<file path="config.mk">
export PLATFORM = sky130hd
export DESIGN_NAME = proximity_alert_state_machine_flat
export DESIGN_NICKNAME = d
export VERILOG_FILES = /design/src/hdl/pas_pkg.sv /design/src/hdl/pas_if.sv /design/src/hdl/pas_cfg_regs.sv /design/src/hdl/pas_core.sv /design/src/hdl/proximity_alert_state_machine.sv /design/src/flat_wrapper.sv
export SDC_FILE = /design/constraint.sdc
export NUM_CORES = 1
export LEC_CHECK = 0
export BUFFER_PORTS_ARGS = -buffer_cell sky130_fd_sc_hd__buf_4
export CAP_MARGIN = 10
export CORE_UTILIZATION = 30
export CTS_BUF_LIST = sky130_fd_sc_hd__clkbuf_16
export DETAILED_ROUTE_END_ITERATION = 12
export PLACE_DENSITY_LB_ADDON = 0.3
export SETUP_SLACK_MARGIN = 0.4
export SYNTH_ARGS = -nofsm -noshare
export SYNTH_HDL_FRONTEND = slang
export SYNTH_SLANG_ARGS = --single-unit
</file>
<file path="constraint.sdc">
create_clock -name clk -period 11.5 [get_ports clk]
set_input_delay 0.575 -clock clk [delete_from_list [all_inputs] [get_ports clk]]
set_output_delay 0.575 -clock clk [all_outputs]
set_load 0.02 [all_outputs]
</file>
<file path="src/hdl/pas_pkg.sv">
// ----------------------------------------------------------------------------
// pas_pkg
// Shared types and constants for the proximity alert state machine.
// ----------------------------------------------------------------------------
package pas_pkg;

  typedef enum logic [1:0] {
    MODE_INACTIVE = 2'd0,
    MODE_APPROACH = 2'd1,
    MODE_DEPART   = 2'd2,
    MODE_STOPPED  = 2'd3
  } mode_t;

  localparam int CFG_IDX_BITS = 3;

  typedef enum logic [CFG_IDX_BITS-1:0] {
    CFG_ALARM_EN       = 3'd0,
    CFG_SIREN_EN       = 3'd1,
    CFG_BEEPER_EN      = 3'd2,
    CFG_ALARM_DIST_M   = 3'd3,
    CFG_DIST_EPS       = 3'd4,
    CFG_CLEAR_DELAY    = 3'd5,
    CFG_SIREN_INTERVAL = 3'd6
  } cfg_idx_t;

  typedef struct packed {
    logic        alarm_en;
    logic        siren_en;
    logic        beeper_en;
    logic [15:0] alarm_dist_m;
    logic [15:0] dist_eps;
    logic [31:0] clear_delay_ms;
    logic [31:0] siren_gap_ms;
  } cfg_t;

  localparam logic [15:0] RST_ALARM_DIST_M   = 16'd500;
  localparam logic [15:0] RST_DIST_EPS       = 16'd32;
  localparam logic [31:0] RST_CLEAR_DELAY    = 32'd5000;
  localparam logic [31:0] RST_SIREN_INTERVAL = 32'd3000;

  localparam logic [10:0] TONE_OFF     = 11'd0;
  localparam logic [10:0] TONE_LOW     = 11'd600;
  localparam logic [10:0] TONE_HIGH    = 11'd1800;
  localparam logic [31:0] TONE_STEP_MS = 32'd50;
  localparam logic [19:0] SHOWN_MAX    = 20'hFFFFF;

endpackage

</file>
<file path="src/hdl/pas_if.sv">
// ----------------------------------------------------------------------------
// pas_if
// Channel interfaces: position updates in, alert results out, config writes.
// ----------------------------------------------------------------------------
interface pas_in_if #(
  parameter int INDEX_BITS = 16,
  parameter int DIST_BITS  = 24
);
  logic                  valid;
  logic                  ready;
  logic                  position_valid;
  logic                  nearest_found;
  logic [INDEX_BITS-1:0] nearest_index;
  logic [DIST_BITS-1:0]  nearest_distance;
  logic [31:0]           now_ms;

  modport source (output valid, position_valid, nearest_found, nearest_index,
                  nearest_distance, now_ms, input ready);
  modport sink   (input valid, position_valid, nearest_found, nearest_index,
                  nearest_distance, now_ms, output ready);
endinterface

interface pas_out_if #(
  parameter int INDEX_BITS = 16
);
  logic                  valid;
  logic                  ready;
  logic [1:0]            alert_state;
  logic                  restore_area;
  logic                  repaint_hud;
  logic                  show_alert;
  logic [INDEX_BITS-1:0] shown_index;
  logic [19:0]           shown_distance_m;
  logic [10:0]           buzzer_hz;

  modport source (output valid, alert_state, restore_area, repaint_hud, show_alert,
                  shown_index, shown_distance_m, buzzer_hz, input ready);
  modport sink   (input valid, alert_state, restore_area, repaint_hud, show_alert,
                  shown_index, shown_distance_m, buzzer_hz, output ready);
endinterface

interface pas_cfg_if;
  logic        valid;
  logic        ready;
  logic [2:0]  index;
  logic [31:0] data;

  modport source (output valid, index, data, input ready);
  modport sink   (input valid, index, data, output ready);
endinterface

</file>
<file path="src/hdl/pas_cfg_regs.sv">
// ----------------------------------------------------------------------------
// pas_cfg_regs
// Configuration register file, written one register per transaction.
// ----------------------------------------------------------------------------
module pas_cfg_regs (
  input  logic         clk,
  input  logic         rst_n,
  pas_cfg_if.sink      cfg_ch,
  output pas_pkg::cfg_t cfg
);
  import pas_pkg::*;

  cfg_t cfg_r;
  cfg_t cfg_nxt;

  assign cfg_ch.ready = 1'b1;
  assign cfg          = cfg_r;

  always_comb begin
    cfg_nxt = cfg_r;
    if (cfg_ch.valid) begin
      case (cfg_ch.index)
        CFG_ALARM_EN:       cfg_nxt.alarm_en          = cfg_ch.data[0];
        CFG_SIREN_EN:       cfg_nxt.siren_en          = cfg_ch.data[0];
        CFG_BEEPER_EN:      cfg_nxt.beeper_en         = cfg_ch.data[0];
        CFG_ALARM_DIST_M:   cfg_nxt.alarm_dist_m      = cfg_ch.data[15:0];
        CFG_DIST_EPS:       cfg_nxt.dist_eps          = cfg_ch.data[15:0];
        CFG_CLEAR_DELAY:    cfg_nxt.clear_delay_ms    = cfg_ch.data;
        CFG_SIREN_INTERVAL: cfg_nxt.siren_gap_ms      = cfg_ch.data;
        default:            cfg_nxt = cfg_r;
      endcase
    end
  end

  always_ff @(posedge clk) begin
    if (!rst_n) begin
      cfg_r.alarm_en          <= 1'b1;
      cfg_r.siren_en          <= 1'b1;
      cfg_r.beeper_en         <= 1'b1;
      cfg_r.alarm_dist_m      <= RST_ALARM_DIST_M;
      cfg_r.dist_eps          <= RST_DIST_EPS;
      cfg_r.clear_delay_ms    <= RST_CLEAR_DELAY;
      cfg_r.siren_gap_ms      <= RST_SIREN_INTERVAL;
    end else begin
      cfg_r <= cfg_nxt;
    end
  end

endmodule

</file>
<file path="src/hdl/pas_core.sv">
// ----------------------------------------------------------------------------
// pas_core
// Alert mode machine, out-of-range clear timer and two-tone siren sequencer.
// ----------------------------------------------------------------------------
module pas_core #(
  parameter int INDEX_BITS = 16,
  parameter int DIST_BITS  = 24
) (
  input  logic                  clk,
  input  logic                  rst_n,
  input  logic                  step,
  input  pas_pkg::cfg_t         cfg,
  input  logic                  pos_valid,
  input  logic                  found,
  input  logic [INDEX_BITS-1:0] idx,
  input  logic [DIST_BITS-1:0]  cur_dist,
  input  logic [31:0]           now,
  output pas_pkg::mode_t        res_mode,
  output logic                  res_restore,
  output logic                  res_repaint,
  output logic                  res_show,
  output logic [INDEX_BITS-1:0] res_index,
  output logic [19:0]           res_dist_m,
  output logic [10:0]           res_tone
);
  import pas_pkg::*;

  localparam int DW = DIST_BITS + 1;

  mode_t                 mode_r,  mode_nxt, nm;
  logic [INDEX_BITS-1:0] apt_r,   apt_nxt;
  logic                  apv_r,   apv_nxt;
  logic [DIST_BITS-1:0]  prev_r,  prev_nxt;
  logic [31:0]           oors_r,  oors_nxt;
  logic [31:0]           lss_r,   lss_nxt;
  logic                  run_r,   run_nxt;
  logic                  phase_r, phase_nxt;
  logic [31:0]           nstep_r, nstep_nxt;
  logic [10:0]           tone_r,  tone_nxt;

  logic [19:0]           radius;
  logic                  far;
  logic                  approaching;
  logic                  departing;
  logic [31:0]           oors_base;
  logic [31:0]           oor_elapsed;
  logic [31:0]           siren_elapsed;
  logic [31:0]           step_diff;
  logic [DIST_BITS-1:0]  sdist;
  logic [32:0]           rsum;
  logic [28:0]           rnd;

  assign radius        = {cfg.alarm_dist_m, 4'b0000};
  assign far           = 32'(cur_dist) > 32'(radius);
  assign approaching   = (DW'(cur_dist) + DW'(cfg.dist_eps)) < DW'(prev_r);
  assign departing     = DW'(cur_dist) > (DW'(prev_r) + DW'(cfg.dist_eps));
  assign oors_base     = (oors_r == 32'd0) ? now : oors_r;
  assign oor_elapsed   = now - oors_base;
  assign siren_elapsed = now - lss_r;

  always_comb begin
    if (mode_r == MODE_INACTIVE || approaching) begin
      nm = MODE_APPROACH;
    end else if (departing) begin
      nm = MODE_DEPART;
    end else if (32'(cur_dist) <= 32'(radius)) begin
      nm = MODE_STOPPED;
    end else begin
      nm = mode_r;
    end
  end

  always_comb begin
    mode_nxt    = mode_r;
    apt_nxt     = apt_r;
    apv_nxt     = apv_r;
    prev_nxt    = prev_r;
    oors_nxt    = oors_r;
    lss_nxt     = lss_r;
    run_nxt     = run_r;
    phase_nxt   = phase_r;
    nstep_nxt   = nstep_r;
    tone_nxt    = tone_r;
    res_restore = 1'b0;
    res_repaint = 1'b0;
    res_show    = 1'b0;
    res_index   = '0;
    sdist       = '0;
    step_diff   = '0;

    if (!pos_valid || !cfg.alarm_en || !found) begin
      if (!pos_valid || !cfg.alarm_en) begin
        tone_nxt  = TONE_OFF;
        run_nxt   = 1'b0;
        phase_nxt = 1'b0;
        nstep_nxt = '0;
      end
      if (mode_r != MODE_INACTIVE) begin
        mode_nxt    = MODE_INACTIVE;
        apv_nxt     = 1'b0;
        res_restore = 1'b1;
        res_repaint = 1'b1;
      end
      oors_nxt = '0;
    end else if (far) begin
      oors_nxt = oors_base;
      if (oor_elapsed > cfg.clear_delay_ms) begin
        if (mode_r != MODE_INACTIVE) begin
          mode_nxt    = MODE_INACTIVE;
          apv_nxt     = 1'b0;
          res_restore = 1'b1;
          res_repaint = 1'b1;
        end
        oors_nxt = '0;
      end else if (mode_r != MODE_INACTIVE && apv_r) begin
        res_show  = 1'b1;
        res_index = apt_r;
        sdist     = cur_dist;
      end
    end else begin
      oors_nxt = '0;
      if (nm != mode_r) begin
        mode_nxt    = nm;
        apt_nxt     = idx;
        apv_nxt     = 1'b1;
        res_repaint = 1'b1;
        if (nm != MODE_APPROACH) begin
          tone_nxt  = TONE_OFF;
          run_nxt   = 1'b0;
          phase_nxt = 1'b0;
          nstep_nxt = '0;
        end
      end
      res_show  = 1'b1;
      res_index = idx;
      sdist     = cur_dist;
      if (cfg.siren_en && mode_nxt == MODE_APPROACH &&
          siren_elapsed >= cfg.siren_gap_ms) begin
        if (cfg.beeper_en) begin
          run_nxt   = 1'b1;
          phase_nxt = 1'b0;
          nstep_nxt = now + TONE_STEP_MS;
          tone_nxt  = TONE_LOW;
        end
        lss_nxt = now;
      end
      step_diff = now - nstep_nxt;
      if (run_nxt && !step_diff[31]) begin
        if (!phase_nxt) begin
          tone_nxt  = TONE_HIGH;
          phase_nxt = 1'b1;
          nstep_nxt = now + TONE_STEP_MS;
        end else begin
          tone_nxt  = TONE_OFF;
          run_nxt   = 1'b0;
          phase_nxt = 1'b0;
          nstep_nxt = '0;
        end
      end
      prev_nxt = cur_dist;
    end
  end

  // round half up to whole meters, saturate
  assign rsum       = 33'(sdist) + 33'd8;
  assign rnd        = rsum[32:4];
  assign res_dist_m = (rnd > 29'(SHOWN_MAX)) ? SHOWN_MAX : rnd[19:0];
  assign res_mode   = mode_nxt;
  assign res_tone   = tone_nxt;

  always_ff @(posedge clk) begin
    if (!rst_n) begin
      mode_r  <= MODE_INACTIVE;
      apt_r   <= '0;
      apv_r   <= 1'b0;
      prev_r  <= '0;
      oors_r  <= '0;
      lss_r   <= '0;
      run_r   <= 1'b0;
      phase_r <= 1'b0;
      nstep_r <= '0;
      tone_r  <= TONE_OFF;
    end else if (step) begin
      mode_r  <= mode_nxt;
      apt_r   <= apt_nxt;
      apv_r   <= apv_nxt;
      prev_r  <= prev_nxt;
      oors_r  <= oors_nxt;
      lss_r   <= lss_nxt;
      run_r   <= run_nxt;
      phase_r <= phase_nxt;
      nstep_r <= nstep_nxt;
      tone_r  <= tone_nxt;
    end
  end

endmodule

</file>
<file path="src/hdl/proximity_alert_state_machine.sv">
// ----------------------------------------------------------------------------
// proximity_alert_state_machine
// Position update in, alert state / panel / buzzer result out.
//
//   channel   dir  transaction
//   in_ch     in   one position update
//   out_ch    out  one alert result per update
//   cfg_ch    in   one register write (index, data)
//
// An update is registered, evaluated combinationally and its result registered;
// one update per cycle is sustained while out_ch.ready stays high.
// Reset clears the alert, timer and siren state and loads register defaults.
// A stalled result holds its register; the input register still takes one more
// update, then in_ch.ready drops until out_ch.ready returns.
// ----------------------------------------------------------------------------
module proximity_alert_state_machine #(
  parameter int INDEX_BITS = 16,
  parameter int DIST_BITS  = 24
) (
  input  logic      clk,
  input  logic      rst_n,
  pas_in_if.sink    in_ch,
  pas_out_if.source out_ch,
  pas_cfg_if.sink   cfg_ch
);
  import pas_pkg::*;

  cfg_t                  cfg;
  logic                  s0_vld_r, s0_vld_nxt;
  logic                  pv_r;
  logic                  found_r;
  logic [INDEX_BITS-1:0] idx_r;
  logic [DIST_BITS-1:0]  dist_r;
  logic [31:0]           now_r;
  logic                  out_vld_r, out_vld_nxt;
  logic                  adv;
  logic                  fire;

  mode_t                 c_mode;
  logic                  c_restore;
  logic                  c_repaint;
  logic                  c_show;
  logic [INDEX_BITS-1:0] c_index;
  logic [19:0]           c_dist_m;
  logic [10:0]           c_tone;

  logic [1:0]            state_r;
  logic                  restore_r;
  logic                  repaint_r;
  logic                  show_r;
  logic [INDEX_BITS-1:0] sidx_r;
  logic [19:0]           sdist_r;
  logic [10:0]           tone_r;

  pas_cfg_regs u_cfg (
    .clk    (clk),
    .rst_n  (rst_n),
    .cfg_ch (cfg_ch),
    .cfg    (cfg)
  );

  assign adv          = !out_vld_r || out_ch.ready;
  assign fire         = s0_vld_r && adv;
  assign in_ch.ready  = !s0_vld_r || adv;
  assign s0_vld_nxt   = (in_ch.valid && in_ch.ready) ? 1'b1 : (fire ? 1'b0 : s0_vld_r);
  assign out_vld_nxt  = fire ? 1'b1 : (out_ch.ready ? 1'b0 : out_vld_r);

  pas_core #(
    .INDEX_BITS (INDEX_BITS),
    .DIST_BITS  (DIST_BITS)
  ) u_core (
    .clk         (clk),
    .rst_n       (rst_n),
    .step        (fire),
    .cfg         (cfg),
    .pos_valid   (pv_r),
    .found       (found_r),
    .idx         (idx_r),
    .cur_dist    (dist_r),
    .now         (now_r),
    .res_mode    (c_mode),
    .res_restore (c_restore),
    .res_repaint (c_repaint),
    .res_show    (c_show),
    .res_index   (c_index),
    .res_dist_m  (c_dist_m),
    .res_tone    (c_tone)
  );

  always_ff @(posedge clk) begin
    if (!rst_n) begin
      s0_vld_r  <= 1'b0;
      out_vld_r <= 1'b0;
    end else begin
      s0_vld_r  <= s0_vld_nxt;
      out_vld_r <= out_vld_nxt;
    end
  end

  always_ff @(posedge clk) begin
    if (in_ch.valid && in_ch.ready) begin
      pv_r    <= in_ch.position_valid;
      found_r <= in_ch.nearest_found;
      idx_r   <= in_ch.nearest_index;
      dist_r  <= in_ch.nearest_distance;
      now_r   <= in_ch.now_ms;
    end
  end

  always_ff @(posedge clk) begin
    if (fire) begin
      state_r   <= c_mode;
      restore_r <= c_restore;
      repaint_r <= c_repaint;
      show_r    <= c_show;
      sidx_r    <= c_index;
      sdist_r   <= c_dist_m;
      tone_r    <= c_tone;
    end
  end

  assign out_ch.valid            = out_vld_r;
  assign out_ch.alert_state      = state_r;
  assign out_ch.restore_area     = restore_r;
  assign out_ch.repaint_hud      = repaint_r;
  assign out_ch.show_alert       = show_r;
  assign out_ch.shown_index      = sidx_r;
  assign out_ch.shown_distance_m = sdist_r;
  assign out_ch.buzzer_hz        = tone_r;

endmodule

</file>
<file path="src/flat_wrapper.sv">
// flat-port wrapper written by rule: the top's interface ports become plain ports
module proximity_alert_state_machine_flat import pas_pkg::*;
#(
  parameter int INDEX_BITS = 16,
  parameter int DIST_BITS  = 24
)
  (clk, rst_n, in_ch_valid, in_ch_position_valid, in_ch_nearest_found, in_ch_nearest_index, in_ch_nearest_distance, in_ch_now_ms, in_ch_ready, out_ch_valid, out_ch_alert_state, out_ch_restore_area, out_ch_repaint_hud, out_ch_show_alert, out_ch_shown_index, out_ch_shown_distance_m, out_ch_buzzer_hz, out_ch_ready, cfg_ch_valid, cfg_ch_index, cfg_ch_data, cfg_ch_ready);
  pas_in_if #(.INDEX_BITS(INDEX_BITS), .DIST_BITS(DIST_BITS)) in_ch_i ();
  pas_out_if #(.INDEX_BITS(INDEX_BITS)) out_ch_i ();
  pas_cfg_if cfg_ch_i ();
  input  logic clk;
  input  logic rst_n;
  input wire logic [$bits(in_ch_i.valid)-1:0] in_ch_valid;
  input wire logic [$bits(in_ch_i.position_valid)-1:0] in_ch_position_valid;
  input wire logic [$bits(in_ch_i.nearest_found)-1:0] in_ch_nearest_found;
  input wire logic [$bits(in_ch_i.nearest_index)-1:0] in_ch_nearest_index;
  input wire logic [$bits(in_ch_i.nearest_distance)-1:0] in_ch_nearest_distance;
  input wire logic [$bits(in_ch_i.now_ms)-1:0] in_ch_now_ms;
  output wire logic [$bits(in_ch_i.ready)-1:0] in_ch_ready;
  output wire logic [$bits(out_ch_i.valid)-1:0] out_ch_valid;
  output wire logic [$bits(out_ch_i.alert_state)-1:0] out_ch_alert_state;
  output wire logic [$bits(out_ch_i.restore_area)-1:0] out_ch_restore_area;
  output wire logic [$bits(out_ch_i.repaint_hud)-1:0] out_ch_repaint_hud;
  output wire logic [$bits(out_ch_i.show_alert)-1:0] out_ch_show_alert;
  output wire logic [$bits(out_ch_i.shown_index)-1:0] out_ch_shown_index;
  output wire logic [$bits(out_ch_i.shown_distance_m)-1:0] out_ch_shown_distance_m;
  output wire logic [$bits(out_ch_i.buzzer_hz)-1:0] out_ch_buzzer_hz;
  input wire logic [$bits(out_ch_i.ready)-1:0] out_ch_ready;
  input wire logic [$bits(cfg_ch_i.valid)-1:0] cfg_ch_valid;
  input wire logic [$bits(cfg_ch_i.index)-1:0] cfg_ch_index;
  input wire logic [$bits(cfg_ch_i.data)-1:0] cfg_ch_data;
  output wire logic [$bits(cfg_ch_i.ready)-1:0] cfg_ch_ready;
  assign in_ch_i.valid = in_ch_valid;
  assign in_ch_i.position_valid = in_ch_position_valid;
  assign in_ch_i.nearest_found = in_ch_nearest_found;
  assign in_ch_i.nearest_index = in_ch_nearest_index;
  assign in_ch_i.nearest_distance = in_ch_nearest_distance;
  assign in_ch_i.now_ms = in_ch_now_ms;
  assign in_ch_ready = in_ch_i.ready;
  assign out_ch_valid = out_ch_i.valid;
  assign out_ch_alert_state = out_ch_i.alert_state;
  assign out_ch_restore_area = out_ch_i.restore_area;
  assign out_ch_repaint_hud = out_ch_i.repaint_hud;
  assign out_ch_show_alert = out_ch_i.show_alert;
  assign out_ch_shown_index = out_ch_i.shown_index;
  assign out_ch_shown_distance_m = out_ch_i.shown_distance_m;
  assign out_ch_buzzer_hz = out_ch_i.buzzer_hz;
  assign out_ch_i.ready = out_ch_ready;
  assign cfg_ch_i.valid = cfg_ch_valid;
  assign cfg_ch_i.index = cfg_ch_index;
  assign cfg_ch_i.data = cfg_ch_data;
  assign cfg_ch_ready = cfg_ch_i.ready;
  proximity_alert_state_machine #(.INDEX_BITS(INDEX_BITS), .DIST_BITS(DIST_BITS)) u_core (.clk(clk), .rst_n(rst_n), .in_ch(in_ch_i), .out_ch(out_ch_i), .cfg_ch(cfg_ch_i));
endmodule
</file>
==> impl_metrics.yaml <==
cells_and_area:
  drive_above_1_share_pct: 10.7
  fillCellCount: 8002
  area_growth_syn_to_layout_pct: 16.3
  num_antenna_cells: 0
  multi_input_area_um2: 13500
  seq_area_um2: 8850
  fin_nets: 3198
cts:
  clk_pin_slew_worst_paths_ps: 70
  cts-root-buf: "clkbuf_16"
  hold_buffers: 0
  cts_buffer_depth: 3
  htree_num_levels: 2
  numCtsBuffers: 46
  post-cts-setup-buffers: 0
  ctsResizeCount: 0
  cts_tree: "done"
  cts.sinks: 379
  clk_latency_ps: 590
synth:
  ys_top_cells_by_area: "dfxtp_1 (22%), edfxtp_1 (16%), ha_1 (13%)"
  synth_seq_cells: 379
  yosysUniqueCellTypes: 87
  netlist_top_cells_count: "nand2_1 (359), a21oi_1 (257), dfxtp_1 (253), ha_1 (253), nor2_1 (237)"
  yosysWarnings: 0
  ys.flop_type: "dfxtp_1"
  synth_cells: 2693
  yosysMostFrequentCell: "nand2_1"
  yosysTopAreaCellShare_pct: 21.6
  synth_top_cell_by_area: "dfxtp_1"
  synth_area_per_cell_um2: 8.71
  synth_edf_count: 126
  syn_area_um2: 23500
  synth-seq-area-share_pct: 37.7
  async_flop_share_pct: 0
  synth.net_count: 3064
sta:
  relSlewSlack_pct: 26.1
  hold_ws_ps: 159
  worst_slew_pin_slew_ps: 1110
  finalClockSkew_ps: 20.8
  setup_tns_ps: 0
  hold_viol_final: 0
  final.period_utilization_pct: 85.7
  rsz0062_at_grt: "no"
  slew_violations: 0
  fmax_mhz: 101
  setup_viol: 0
  period_minus_slack_ps: 9850
setup_path:
  worstSetupStartpoint: "u_core.now_r[0]"
  reg2reg_slack_ps: 1650
  endpoint_kind: "register"
  slowest_delay_ps: 650
  slowest_stage: "or4b_2"
  worstPathRequired_ps: 11840
  crit_top_cell: "a21o_1"
  endpoint: "u_core.out_ch.buzzer_hz[6]"
  r2r-end: "u_core.out_ch.buzzer_hz[6]"
  reg2reg_from: "u_core.now_r[0]"
  reg2reg_depth: 39
  crit_cells: 39
  worstSetupStartpointType: "register"
  cp.arrival_ps: 10190
  critical_path_class: "reg -> reg"
  cpLargestDelayFamily: "compound AO/OA/AOI/OAI gates"
  worst-path-max-fanout: 16
  crit_buf_inv: 3
pwr:
  internal-power_w: 0.00303
  power.share.switching_pct: 36.7
  power_density_nw_per_um2: 175
  max-vdd-ir-drop_mv: 0.122
  power_frac_seq_pct: 30.9
  power.share.clock_pct: 29.7
  p_switching_w: 0.00176
  power_leakage_nw: 10.8
  comb_power_share_pct: 39.5
global_route:
  grt-ovfl-total: 0
  antenna_found_initial: 0
  grt_pass1_vias: 18245
  grtUsageTotal_pct: 16.8
  grt_start_max_net_pins: 68
  grt_pass1_wl_um: 104000
drt:
  wl_um: 67300
  dr_wl_met2_um: 33100
  vias_per_cell: 4.95
  wl_met1_um: 30300
  vias: 19320
  drcViolationCount: 0
  drt_iter0_drc: 1191
  top_layer_used: "met4"
  wl_met3_um: 2870
  drt-wirelength-per-cell_um: 17.2
  ant_nets: 0
  drtPass1Iterations: 5
place:
  dp_hpwl_um: 50000
  place_congestion: 0.847
  port_buffers: 167
floorplanning:
  start_util_pct: 30.3
  core_area_um2: 77500
  io_pins: 169
  die_w_um: 282
  die_y_um: 282
  fp.dieArea_um2: 79300
  fp-row-count: 102
worst_hold_path:
  hp-class: "in -> reg"
outcome:
  status: "finished, final reports clean"
run:
  cap_violations: 0
kinds of logic after synthesis:
group / after synthesis / synth area share, %
AO/OA/AOI/OAI: 686 / 19.0
XOR/XNOR: 139 / 5.19
adder cells (fa/ha/maj): 257 / 13.8
buffers and inverters: 290 / 4.82
flip-flops: 379 / 37.7
multiplexers: 50 / 2.13
other: 1 / 0.0160
AND/OR/NAND/NOR: 891 / 17.3
power groups by stage:
stage / Clock (W) / Combinational (W) / Sequential, W
floorplan: 0 / 0.00137 / 0.00149
global placement: 0 / 0.00190 / 0.00150
detailed placement: 0 / 0.00190 / 0.00150
CTS: 0.00147 / 0.00191 / 0.00148
global route: 0.00152 / 0.00213 / 0.00148
finish: 0.00142 / 0.00189 / 0.00148
state kept, by name (all words and copies together) (netlist names), 2 cells and up:
register and flops:
u_core.u_core.tone_r 11, u_core.u_core.mode_r 2, u_core.out_ch.shown_distance_m 20, u_core.dist_r 24, u_core.idx_r 16, u_core.out_ch.alert_state 2
u_core.u_cfg.cfg 99, u_core.u_core.lss_r 32, u_core.u_core.apt_r 16, u_core.u_core.nstep_r 32, u_core.now_r 32, u_core.out_ch.buzzer_hz 11
u_core.out_ch.shown_index 16, u_core.u_core.prev_r 24, u_core.u_core.oors_r 32
metal layers:
layer	GRT usage [%]	up-vias
li1	-	9900
met1	21.8	8963
met2	29.4	389
met3	2.17	68
met4	3.64	0
met5	0	-
metrics by stage:
stage	cells	util, %	power, W	area, um^2	setup WS (ps)
6_report	3904	35.2	0.00478	27300	1650
5_1_grt	3904	35.2	0.00513	27300	998
4_1_cts	3904	35.2	0.00485	27300	1660
3_5_place_dp	3819	33.3	0.00340	25800	1680
3_3_place_gp	3819	33.3	0.00340	25800	1820
2_1_floorplan	2693	-	0.00287	23500	3030
layout make-up:
type	instances	area share (%)
Tap cell	1040	4.77
Multi-Input combinational cell	2024	49.5
Inverter	179	2.48
Clock inverter	36	0.849
Clock buffer	49	4.50
Timing Repair Buffer	197	5.42
Sequential cell	379	32.4
how the worst min path moves through the flow:
stage	startpoint	depth (start not counted)	slack (ps)	to
2_1_floorplan	u_core.u_core.nstep_r[30]	2	420	u_core.u_core.nstep_r[30]
3_3_place_gp	u_core.u_cfg.cfg[81]	2	440	u_core.u_cfg.cfg[81]
3_5_place_dp	u_core.u_cfg.cfg[15]	2	450	u_core.u_cfg.cfg[15]
4_1_cts	in_ch_nearest_index[10]	1	120	u_core.idx_r[10]
5_1_grt	in_ch_nearest_index[5]	1	130	u_core.idx_r[5]
6_report	in_ch_nearest_distance[9]	1	160	u_core.dist_r[9]
cell usage in the layout (no fill, tap or decap), drive strengths merged, types with 52 or more instances in the layout:
cell    instances
dfxtp         253
xnor2          87
a21oi         257
nand3          71
ha            253
xor2           52
inv           196
o21ai          89
a21o           52
edfxtp        126
buf           197
nand2         359
nor2          237
No activity file was read; power rests on OpenSTA's default activity.
